$ cat config.mk
export PLATFORM = sky130hd
export DESIGN_NAME = multilevel_priority_queue_scheduler_core
export DESIGN_NICKNAME = d
export VERILOG_FILES = /design/src/rtl/mlqs_pkg.sv /design/src/rtl/mlqs_ctrl.sv /design/src/rtl/mlqs_dp.sv /design/src/rtl/multilevel_priority_queue_scheduler_core.sv
export VERILOG_INCLUDE_DIRS = /design/src /design/src/rtl
export SDC_FILE = /design/constraint.sdc
export NUM_CORES = 2
export LEC_CHECK = 0
export ABC_AREA = 0
export BUFFER_PORTS_ARGS = -buffer_cell sky130_fd_sc_hd__clkbuf_2
export CORE_MARGIN = 1.5
export CORE_UTILIZATION = 50
export DETAILED_ROUTE_END_ITERATION = 8
export MAX_ROUTING_LAYER = met4
export PLACE_DENSITY = 0.67
export REMOVE_ABC_BUFFERS = 1
export SLEW_MARGIN = 15
export SYNTH_ARGS = -nofsm -noshare
export SYNTH_HDL_FRONTEND = slang
export SYNTH_SLANG_ARGS = --single-unit
$ cat constraint.sdc
create_clock -name clk_i -period 8.66 [get_ports clk_i]
set_clock_uncertainty 0.2 [all_clocks]
set_input_delay 0.433 -clock clk_i [delete_from_list [all_inputs] [get_ports clk_i]]
set_output_delay 0.433 -clock clk_i [all_outputs]
set_load 0.05 [all_outputs]
$ cat src/rtl/multilevel_priority_queue_scheduler_core_defines.svh
// ---------------------------------------------------------------------------
// Multilevel priority queue scheduler: assertion macros
// Concurrent assertion wrappers shared by the scheduler modules.
// ---------------------------------------------------------------------------
`ifndef MULTILEVEL_PRIORITY_QUEUE_SCHEDULER_CORE_DEFINES_SVH
`define MULTILEVEL_PRIORITY_QUEUE_SCHEDULER_CORE_DEFINES_SVH

`ifndef SYNTHESIS
// Check a property on every rising edge outside reset.
`define MLQS_ASSERT(name, clk, rst_n, prop) \
  name: assert property (@(posedge clk) disable iff (!(rst_n)) (prop)) \
    else $error("mlqs assertion failed");
// Check that a condition never holds outside reset.
`define MLQS_ASSERT_NEVER(name, clk, rst_n, cond) \
  name: assert property (@(posedge clk) disable iff (!(rst_n)) !(cond)) \
    else $error("mlqs forbidden condition seen");
`else
`define MLQS_ASSERT(name, clk, rst_n, prop)
`define MLQS_ASSERT_NEVER(name, clk, rst_n, cond)
`endif

`endif

$ cat src/rtl/mlqs_pkg.sv
// ---------------------------------------------------------------------------
// Multilevel priority queue scheduler package
// Payload types, command/status types, codes and the level mapping.
// ---------------------------------------------------------------------------
package mlqs_pkg;

  localparam int PRIO_FLOOR = 0;
  localparam int PRIO_CEIL  = 10;
  // floor(x / 11) for x <= 100 as (x * 187) >> 11
  localparam int RECIP_MUL    = 187;
  localparam int RECIP_SHIFT  = 11;
  localparam int LEVEL_W      = 4;

  localparam int CFG_IDX_W  = 2;
  localparam int CFG_DATA_W = 16;

  typedef enum logic [CFG_IDX_W-1:0] {
    CFG_LEVELS  = 2'd0,
    CFG_QUANTUM = 2'd1
  } cfg_idx_e;

  typedef enum logic {
    OP_ENQUEUE = 1'b0,
    OP_PICK    = 1'b1
  } op_e;

  typedef enum logic [1:0] {
    ST_ENQUEUED   = 2'd0,
    ST_DROPPED    = 2'd1,
    ST_DISPATCHED = 2'd2,
    ST_NONE_READY = 2'd3
  } status_e;

  typedef enum logic [1:0] {
    S_IDLE,
    S_EXEC,
    S_READ
  } state_e;

  typedef struct packed {
    op_e               operation;
    logic [7:0]        task_id;
    logic signed [7:0] priority_req;
  } req_t;

  typedef struct packed {
    status_e     status;
    logic [7:0]  out_task_id;
    logic [2:0]  out_level;
    logic [15:0] time_slice_ms;
    logic [31:0] total_enqueued;
  } res_t;

  // controller to datapath
  typedef struct packed {
    logic capture;
    logic exec;
    logic deliver;
  } cmd_t;

  // datapath to controller
  typedef struct packed {
    logic is_pick;
  } sts_t;

  // Clamp the priority and map it onto one of nlev levels.
  function automatic logic [LEVEL_W-1:0] level_for(input logic signed [7:0] prio,
                                                   input logic [LEVEL_W-1:0] nlev);
    logic [3:0]  c;
    logic [7:0]  prod;
    logic [15:0] scaled;
    logic [3:0]  lev;
    if (prio < PRIO_FLOOR) begin
      c = 4'(PRIO_FLOOR);
    end else if (prio > PRIO_CEIL) begin
      c = 4'(PRIO_CEIL);
    end else begin
      c = prio[3:0];
    end
    prod   = {4'b0, c} * {4'b0, nlev};
    scaled = {8'b0, prod} * 16'(RECIP_MUL);
    lev    = scaled[RECIP_SHIFT +: 4];
    if (nlev <= 4'd1) begin
      lev = 4'd0;
    end else if (lev > nlev - 4'd1) begin
      lev = nlev - 4'd1;
    end
    return lev;
  endfunction

endpackage

$ cat src/rtl/mlqs_ctrl.sv
// ---------------------------------------------------------------------------
// Multilevel priority queue scheduler controller
// Sequences capture, execute and read-back for one request at a time.
// ---------------------------------------------------------------------------
`include "multilevel_priority_queue_scheduler_core_defines.svh"

module mlqs_ctrl (
  input  logic          clk_i,
  input  logic          rst_ni,
  input  logic          start_i,
  input  mlqs_pkg::sts_t sts_i,
  output mlqs_pkg::cmd_t cmd_o,
  output logic          busy_o
);
  import mlqs_pkg::*;

  state_e state_q, state_d;

  always_ff @(posedge clk_i or negedge rst_ni) begin
    if (!rst_ni) begin
      state_q <= S_IDLE;
    end else begin
      state_q <= state_d;
    end
  end

  always_comb begin
    state_d = state_q;
    cmd_o   = '0;
    busy_o  = 1'b1;
    unique case (state_q)
      S_IDLE: begin
        busy_o = 1'b0;
        if (start_i) begin
          cmd_o.capture = 1'b1;
          state_d       = S_EXEC;
        end
      end
      S_EXEC: begin
        cmd_o.exec = 1'b1;
        state_d    = sts_i.is_pick ? S_READ : S_IDLE;
      end
      S_READ: begin
        cmd_o.deliver = 1'b1;
        state_d       = S_IDLE;
      end
      default: begin
        state_d = S_IDLE;
      end
    endcase
  end

  `MLQS_ASSERT(a_exec_after_capture, clk_i, rst_ni,
    (state_q == S_EXEC) |-> $past(state_q == S_IDLE && start_i))
  `MLQS_ASSERT(a_read_after_pick, clk_i, rst_ni,
    (state_q == S_READ) |-> $past(state_q == S_EXEC && sts_i.is_pick))
  `MLQS_ASSERT_NEVER(a_enqueue_no_read, clk_i, rst_ni,
    state_q == S_EXEC && !sts_i.is_pick && state_d == S_READ)

endmodule

$ cat src/rtl/mlqs_dp.sv
// ---------------------------------------------------------------------------
// Multilevel priority queue scheduler datapath
// Level FIFOs in one memory, per-level pointers, counters and result register.
// ---------------------------------------------------------------------------
`include "multilevel_priority_queue_scheduler_core_defines.svh"

module mlqs_dp #(
  parameter int MAX_LEVELS  = 8,
  parameter int QUEUE_DEPTH = 16
) (
  input  logic                                clk_i,
  input  logic                                rst_ni,
  input  mlqs_pkg::cmd_t                      cmd_i,
  output mlqs_pkg::sts_t                      sts_o,
  input  mlqs_pkg::req_t                      req_i,
  input  logic                                cfg_we_i,
  input  logic [mlqs_pkg::CFG_IDX_W-1:0]      cfg_idx_i,
  input  logic [mlqs_pkg::CFG_DATA_W-1:0]     cfg_wdata_i,
  output logic                                res_valid_o,
  output mlqs_pkg::res_t                      res_o
);
  import mlqs_pkg::*;

  localparam int LVL_W     = (MAX_LEVELS > 1) ? $clog2(MAX_LEVELS) : 1;
  localparam int PTR_W     = $clog2(QUEUE_DEPTH);
  localparam int CNT_W     = $clog2(QUEUE_DEPTH + 1);
  localparam int MEM_DEPTH = MAX_LEVELS * QUEUE_DEPTH;
  localparam int ADDR_W    = (MEM_DEPTH > 1) ? $clog2(MEM_DEPTH) : 1;

  // configuration
  logic [LEVEL_W-1:0] levels_q;
  logic [15:0]        quantum_q;
  logic [LEVEL_W-1:0] nlev;

  // captured request
  op_e                op_q;
  logic [7:0]         tid_q;
  logic [LEVEL_W-1:0] lvl_q;

  // per-level queue state
  logic [PTR_W-1:0] head_q [MAX_LEVELS];
  logic [PTR_W-1:0] tail_q [MAX_LEVELS];
  logic [CNT_W-1:0] cnt_q  [MAX_LEVELS];

  logic [31:0] enq_cnt_q, enq_cnt_d;

  logic [7:0]  mem_q [MEM_DEPTH];
  logic [7:0]  rdata_q;

  logic             found, found_q;
  logic [LVL_W-1:0] pick_lvl, pick_lvl_q, sel_lvl;
  logic [PTR_W-1:0] sel_ptr, ptr_next;
  logic [ADDR_W-1:0] addr;
  logic             full, do_write, do_read;

  res_t res_q, res_d;
  logic res_valid_q, res_valid_d;

  always_ff @(posedge clk_i or negedge rst_ni) begin
    if (!rst_ni) begin
      levels_q  <= LEVEL_W'(3);
      quantum_q <= 16'd10;
    end else if (cfg_we_i) begin
      unique case (cfg_idx_i)
        CFG_LEVELS:  levels_q  <= cfg_wdata_i[LEVEL_W-1:0];
        CFG_QUANTUM: quantum_q <= cfg_wdata_i[15:0];
        default: ;
      endcase
    end
  end

  always_comb begin
    if (levels_q == '0) begin
      nlev = LEVEL_W'(1);
    end else if (levels_q > LEVEL_W'(MAX_LEVELS)) begin
      nlev = LEVEL_W'(MAX_LEVELS);
    end else begin
      nlev = levels_q;
    end
  end

  // Latch the request and its target level at transfer.
  always_ff @(posedge clk_i) begin
    if (cmd_i.capture) begin
      op_q  <= req_i.operation;
      tid_q <= req_i.task_id;
      lvl_q <= level_for(req_i.priority_req, nlev);
    end
  end

  assign sts_o.is_pick = (op_q == OP_PICK);

  // Lowest-numbered non-empty level within the active count.
  always_comb begin
    found    = 1'b0;
    pick_lvl = '0;
    for (int i = 0; i < MAX_LEVELS; i++) begin
      if (!found && (LEVEL_W'(i) < nlev) && (cnt_q[i] != '0)) begin
        found    = 1'b1;
        pick_lvl = LVL_W'(i);
      end
    end
  end

  always_comb begin
    sel_lvl  = (op_q == OP_PICK) ? pick_lvl : lvl_q[LVL_W-1:0];
    sel_ptr  = (op_q == OP_PICK) ? head_q[sel_lvl] : tail_q[sel_lvl];
    ptr_next = (sel_ptr == PTR_W'(QUEUE_DEPTH - 1)) ? '0 : sel_ptr + PTR_W'(1);
    addr     = ADDR_W'(sel_lvl) * ADDR_W'(QUEUE_DEPTH) + ADDR_W'(sel_ptr);
    full     = (cnt_q[sel_lvl] == CNT_W'(QUEUE_DEPTH));
    do_write = cmd_i.exec && (op_q == OP_ENQUEUE) && !full;
    do_read  = cmd_i.exec && (op_q == OP_PICK) && found;
  end

  always_ff @(posedge clk_i or negedge rst_ni) begin
    if (!rst_ni) begin
      for (int i = 0; i < MAX_LEVELS; i++) begin
        head_q[i] <= '0;
        tail_q[i] <= '0;
        cnt_q[i]  <= '0;
      end
      enq_cnt_q <= '0;
    end else begin
      enq_cnt_q <= enq_cnt_d;
      if (do_write) begin
        tail_q[sel_lvl] <= ptr_next;
        cnt_q[sel_lvl]  <= cnt_q[sel_lvl] + CNT_W'(1);
      end else if (do_read) begin
        head_q[sel_lvl] <= ptr_next;
        cnt_q[sel_lvl]  <= cnt_q[sel_lvl] - CNT_W'(1);
      end
    end
  end

  assign enq_cnt_d = do_write ? enq_cnt_q + 32'd1 : enq_cnt_q;

  always_ff @(posedge clk_i) begin
    if (do_write) begin
      mem_q[addr] <= tid_q;
    end
  end

  always_ff @(posedge clk_i) begin
    if (do_read) begin
      rdata_q <= mem_q[addr];
    end
  end

  always_ff @(posedge clk_i) begin
    if (cmd_i.exec) begin
      found_q    <= found;
      pick_lvl_q <= pick_lvl;
    end
  end

  // Enqueue results are ready after execute; picks after the memory read.
  always_comb begin
    res_d       = res_q;
    res_valid_d = 1'b0;
    if (cmd_i.exec && (op_q == OP_ENQUEUE)) begin
      res_valid_d          = 1'b1;
      res_d.status         = full ? ST_DROPPED : ST_ENQUEUED;
      res_d.out_task_id    = tid_q;
      res_d.out_level      = lvl_q[2:0];
      res_d.time_slice_ms  = '0;
      res_d.total_enqueued = enq_cnt_d;
    end else if (cmd_i.deliver) begin
      res_valid_d          = 1'b1;
      res_d.status         = found_q ? ST_DISPATCHED : ST_NONE_READY;
      res_d.out_task_id    = found_q ? rdata_q : 8'd0;
      res_d.out_level      = found_q ? 3'(pick_lvl_q) : 3'd0;
      res_d.time_slice_ms  = found_q ? quantum_q : 16'd0;
      res_d.total_enqueued = enq_cnt_q;
    end
  end

  always_ff @(posedge clk_i or negedge rst_ni) begin
    if (!rst_ni) begin
      res_valid_q <= 1'b0;
    end else begin
      res_valid_q <= res_valid_d;
    end
  end

  always_ff @(posedge clk_i) begin
    res_q <= res_d;
  end

  assign res_valid_o = res_valid_q;
  assign res_o       = res_q;

  `MLQS_ASSERT(a_read_nonempty, clk_i, rst_ni,
    do_read |-> (cnt_q[sel_lvl] != '0))
  `MLQS_ASSERT(a_counter_only_on_enqueue, clk_i, rst_ni,
    !$stable(enq_cnt_q) |-> $past(cmd_i.exec && op_q == OP_ENQUEUE))
  `MLQS_ASSERT(a_slice_only_on_dispatch, clk_i, rst_ni,
    (res_valid_q && res_q.status != ST_DISPATCHED) |-> (res_q.time_slice_ms == 16'd0))

endmodule

$ cat src/rtl/multilevel_priority_queue_scheduler_core.sv
// ---------------------------------------------------------------------------
// Multilevel priority queue scheduler core
// Strict-priority multilevel FIFO scheduler with enqueue and pick requests.
// ---------------------------------------------------------------------------
//
//  Channel   Ports                                  Transfer when
//  --------  -------------------------------------  -------------------------
//  request   start_i, busy_o, req_i                 start_i high, busy_o low
//  result    res_valid_o, res_o                     res_valid_o high (1 cycle)
//  config    cfg_we_i, cfg_idx_i, cfg_wdata_i       cfg_we_i high
//
//  For an enqueue, busy_o is high for the single execute cycle after transfer,
//  and the result strobes in the cycle after execute.
//  For a pick, execute issues the read of the FIFO memory, the registered
//  read data forms the result in the next cycle, and the result strobes in
//  the cycle after that; busy_o is high during execute and read.
//  Reset clears all pointers, fill counts and the enqueue counter at once;
//  the FIFO memory has no clearing pass since only written entries are read.
//  The result side has no back-pressure; every result strobes exactly once.
// ---------------------------------------------------------------------------
module multilevel_priority_queue_scheduler_core #(
  parameter int MAX_LEVELS  = 8,
  parameter int QUEUE_DEPTH = 16
) (
  input  logic                            clk_i,
  input  logic                            rst_ni,
  // request channel
  input  logic                            start_i,
  output logic                            busy_o,
  input  mlqs_pkg::req_t                  req_i,
  // result channel
  output logic                            res_valid_o,
  output mlqs_pkg::res_t                  res_o,
  // configuration write port
  input  logic                            cfg_we_i,
  input  logic [mlqs_pkg::CFG_IDX_W-1:0]  cfg_idx_i,
  input  logic [mlqs_pkg::CFG_DATA_W-1:0] cfg_wdata_i
);
  import mlqs_pkg::*;

  // Controller drives the sequence, datapath reports the request kind.
  cmd_t cmd;
  sts_t sts;

  mlqs_ctrl u_ctrl (
    .clk_i   (clk_i),
    .rst_ni  (rst_ni),
    .start_i (start_i),
    .sts_i   (sts),
    .cmd_o   (cmd),
    .busy_o  (busy_o)
  );

  // Hold the level queues, the config registers and the result register.
  mlqs_dp #(
    .MAX_LEVELS  (MAX_LEVELS),
    .QUEUE_DEPTH (QUEUE_DEPTH)
  ) u_dp (
    .clk_i       (clk_i),
    .rst_ni      (rst_ni),
    .cmd_i       (cmd),
    .sts_o       (sts),
    .req_i       (req_i),
    .cfg_we_i    (cfg_we_i),
    .cfg_idx_i   (cfg_idx_i),
    .cfg_wdata_i (cfg_wdata_i),
    .res_valid_o (res_valid_o),
    .res_o       (res_o)
  );

endmodule
==> impl_metrics.json <==
{
  "vias": 32178,
  "first_pass_iters": 8,
  "reg2reg_slack_ns": 0.57,
  "drive_gt1_frac": 0.158,
  "netlist.area_leader.share": 0.607,
  "synth_area_leader_cell": "edfxtp_1",
  "synth_common_cells": "edfxtp_1 (1,093), mux2i_1 (433), nand2_1 (397), nor2_1 (204), mux2_2 (162)",
  "ys_ff_latch": 1268,
  "antenna_found_initial": 5,
  "gp_congestion": 0.897,
  "cts_buffers": 134,
  "timing.hold.ws_ns": 0.0173,
  "synth-compound-area-share": 0.0722,
  "grt_pass1_wl_um": 200000,
  "hold_path_class": "input port to async pin",
  "design.core.area_um2": 107000,
  "critPathMaxFanout": 7,
  "path_common_cell": "inv_1",
  "initial_core_util": 0.505,
  "area_delta_synth_final_pct": 13.1,
  "syn_area_per_cell_um2": 14.8,
  "die-area_um2": 110000,
  "finalHoldViolations": 0,
  "tightest_slew_ns": 1.17,
  "max_slew_margin": 0.212,
  "drv_slew": 0,
  "worstSetupStartpoint": "u_dp.levels_q[3]",
  "die_w_um": 332,
  "postRouteAntennaNets": 0,
  "timing.setup.tns_ns": 0,
  "fin_crit_ns": 8.09,
  "yosysWarnings": 0,
  "htreeDepth": 4,
  "clock_latency_ns": 0.76,
  "place_inst": 5080,
  "synth_top_family_by_area": "multiplexers",
  "synth.mux.area_fraction": 0.116,
  "clk_pin_slew_ns": 0.06,
  "grt_max_degree": 90,
  "cellLeakagePower_nw": 22.0,
  "finalSetupViolations": 0,
  "path_class": "register to register",
  "synth_xor_area_frac": 0.00859,
  "cpMaxStageDelayCell": "fa_1",
  "synthMostInstantiatedCell": "edfxtp_1",
  "end_kind": "register",
  "synthAdderAreaFrac": 0.0224,
  "ioPinCount": 102,
  "post-route-period-util": 0.934,
  "cts_tree": "built",
  "powerDensity_nw_per_um2": 323,
  "max_freq_mhz": 124,
  "crit_arrival_ns": 8.39,
  "grt_overflow_total": 0,
  "dpl_worst_slack_ns": 0.145,
  "status": "completed",
  "ys_top_cells_by_area": "edfxtp_1 (61%), mux2i_1 (8.0%), dfrtp_1 (7.2%)",
  "synth_flop_cell": "edfxtp_1",
  "netlist_area_um2": 54000,
  "synth_edf_count": 1093,
  "synthDistinctLibCells": 94,
  "cp-start-kind": "register",
  "viasPerCell": 6.01,
  "post-dp-hpwl_um": 81900,
  "peakVddDrop_mv": 0.263,
  "wire_per_inst_um": 24.8,
  "critPathMaxStageDelay_ns": 0.54,
  "grt_pass1_vias": 31665,
  "port_buffers": 101,
  "root_buffer": "clkbuf_16",
  "clockBufferDepth": 3,
  "cp_data_required_time_ns": 8.97,
  "ys_seq_area_frac": 0.687,
  "worst_slack_ns": 0.573,
  "nets": 3968,
  "fin_util": 0.571,
  "cts.sinks": 1268,
  "layout.cells.non_filler": 5357,
  "num_rows": 120,
  "drc": 0,
  "async_reset_ff_frac": 0.125,
  "syn_inst": 3653,
  "synth-simple-area-share": 0.0706,
  "die_y_um": 332,
  "track_usage": 0.247,
  "routed_wl_um": 133000,
  "reg2reg_from": "u_dp.levels_q[3]",
  "drt_iter0_drc": 3452,
  "cap_violations": 0
}
[sequential cells by signal, indices dropped and copies added (netlist names), named ones only]
signal            count
u_dp.rdata_q          8
u_dp.mem_q         1024
u_dp.cnt_q           32
u_dp.res_valid_o      1
u_dp.tail_q          32
u_dp.lvl_q            3
u_dp.enq_cnt_q       32
u_dp.sts_o            1
u_dp.res_o           61
u_dp.pick_lvl_q       3
u_dp.levels_q         4
u_dp.quantum_q       16
u_dp.tid_q            8
u_ctrl.state_q        2
u_dp.found_q          1
u_dp.head_q          32
[metrics by stage]
| stage | power [mW] | area, um^2 |
|---|---|---|
| final | 19.8 | 61100 |
| after detailed placement | 14.1 | 56400 |
| after global routing | 20.5 | 61100 |
| after CTS | 19.8 | 61100 |
| after global placement | 14.0 | 56400 |
| after floorplan | 12.5 | 53100 |
[where the power goes]
group          internal (mW)  switching (mW)
combinational           2.44            4.37
sequential              7.00           0.242
clock                   3.31            2.40
total                   12.7            7.01
[layout make-up]
| type | count | area (um^2) |
|---|---|---|
| Multi-Input combinational cell | 2123 | 15800 |
| Inverter | 67 | 256 |
| Tap cell | 1403 | 1760 |
| Timing Repair Buffer | 251 | 1810 |
| Clock inverter | 67 | 743 |
| Sequential cell | 1268 | 37100 |
| Clock buffer | 174 | 3620 |
| Fill cell | 8373 | 45900 |
| Antenna cell | 4 | 10.0 |
[logic make-up (layout without fill, tap and decap cells)]
logic type	Yosys count	count (layout)
AND/OR/NAND/NOR	855	855
multiplexers	606	606
flip-flops	1268	1268
buffers and inverters	262	559
adder cells (fa/ha/maj)	84	84
XOR/XNOR	53	53
AO/OA/AOI/OAI	524	524
other	1	5
[placed cells by master (no fill, tap or decap), drive strengths merged, types with 31 or more instances in the layout]
| cell type | synthesis | layout |
|---|---|---|
| mux2i | 433 | 433 |
| nor2 | 205 | 205 |
| clkbuf | 85 | 274 |
| edfxtp | 1093 | 1093 |
| o21ai | 120 | 120 |
| mux2 | 173 | 173 |
| a22o | 32 | 32 |
| clkinv | 0 | 41 |
| ha | 63 | 63 |
| nand3 | 67 | 67 |
| o221ai | 31 | 31 |
| xnor2 | 32 | 32 |
| nor3 | 59 | 59 |
| dlygate4sd3 | 0 | 32 |
| inv | 67 | 78 |
| a32oi | 70 | 70 |
| nand2 | 398 | 398 |
| buf | 110 | 119 |
| dfrtp | 155 | 155 |
| a21oi | 52 | 52 |
| o22ai | 32 | 32 |
[worst max-delay path, delay by kind of cell (launching register included)]
kind	cells	cell delay (ns)
AO/OA/AOI/OAI	9	1.70
XOR/XNOR	1	0.22
adder cells (fa/ha/maj)	9	3.64
buffers and inverters	6	0.44
flip-flops	1	0.38
multiplexers	1	0.09
AND/OR/NAND/NOR	7	1.14
[worst paths after layout]
check	to	cells after the start
min in group clk_i	u_dp.tid_q[0]	2
hold / removal	u_dp.enq_cnt_q[13]	2
setup / recovery	u_dp.lvl_q[0]	33
hold reg to reg	u_dp.res_o[33]	1
setup reg to reg	u_dp.lvl_q[0]	33
max in group asynchronous	u_dp.tail_q[8]	4
[per-layer routing]
layer | wire length (um) | GRT usage
met3 | 8910 | 0.0381
met1 | 56800 | 0.332
met2 | 63000 | 0.384
met4 | 4070 | 0.0852
met5 | 0 | -
[what timing repair did]
action                                  4_1_cts  5_1_grt
buffers inserted                              0        0
hold buffers                                 32        0
endpoints found under the setup margin        0        3
resized for setup                             0        2
hold endpoints to repair                     85        0
No activity file was read; power rests on OpenSTA's default activity.
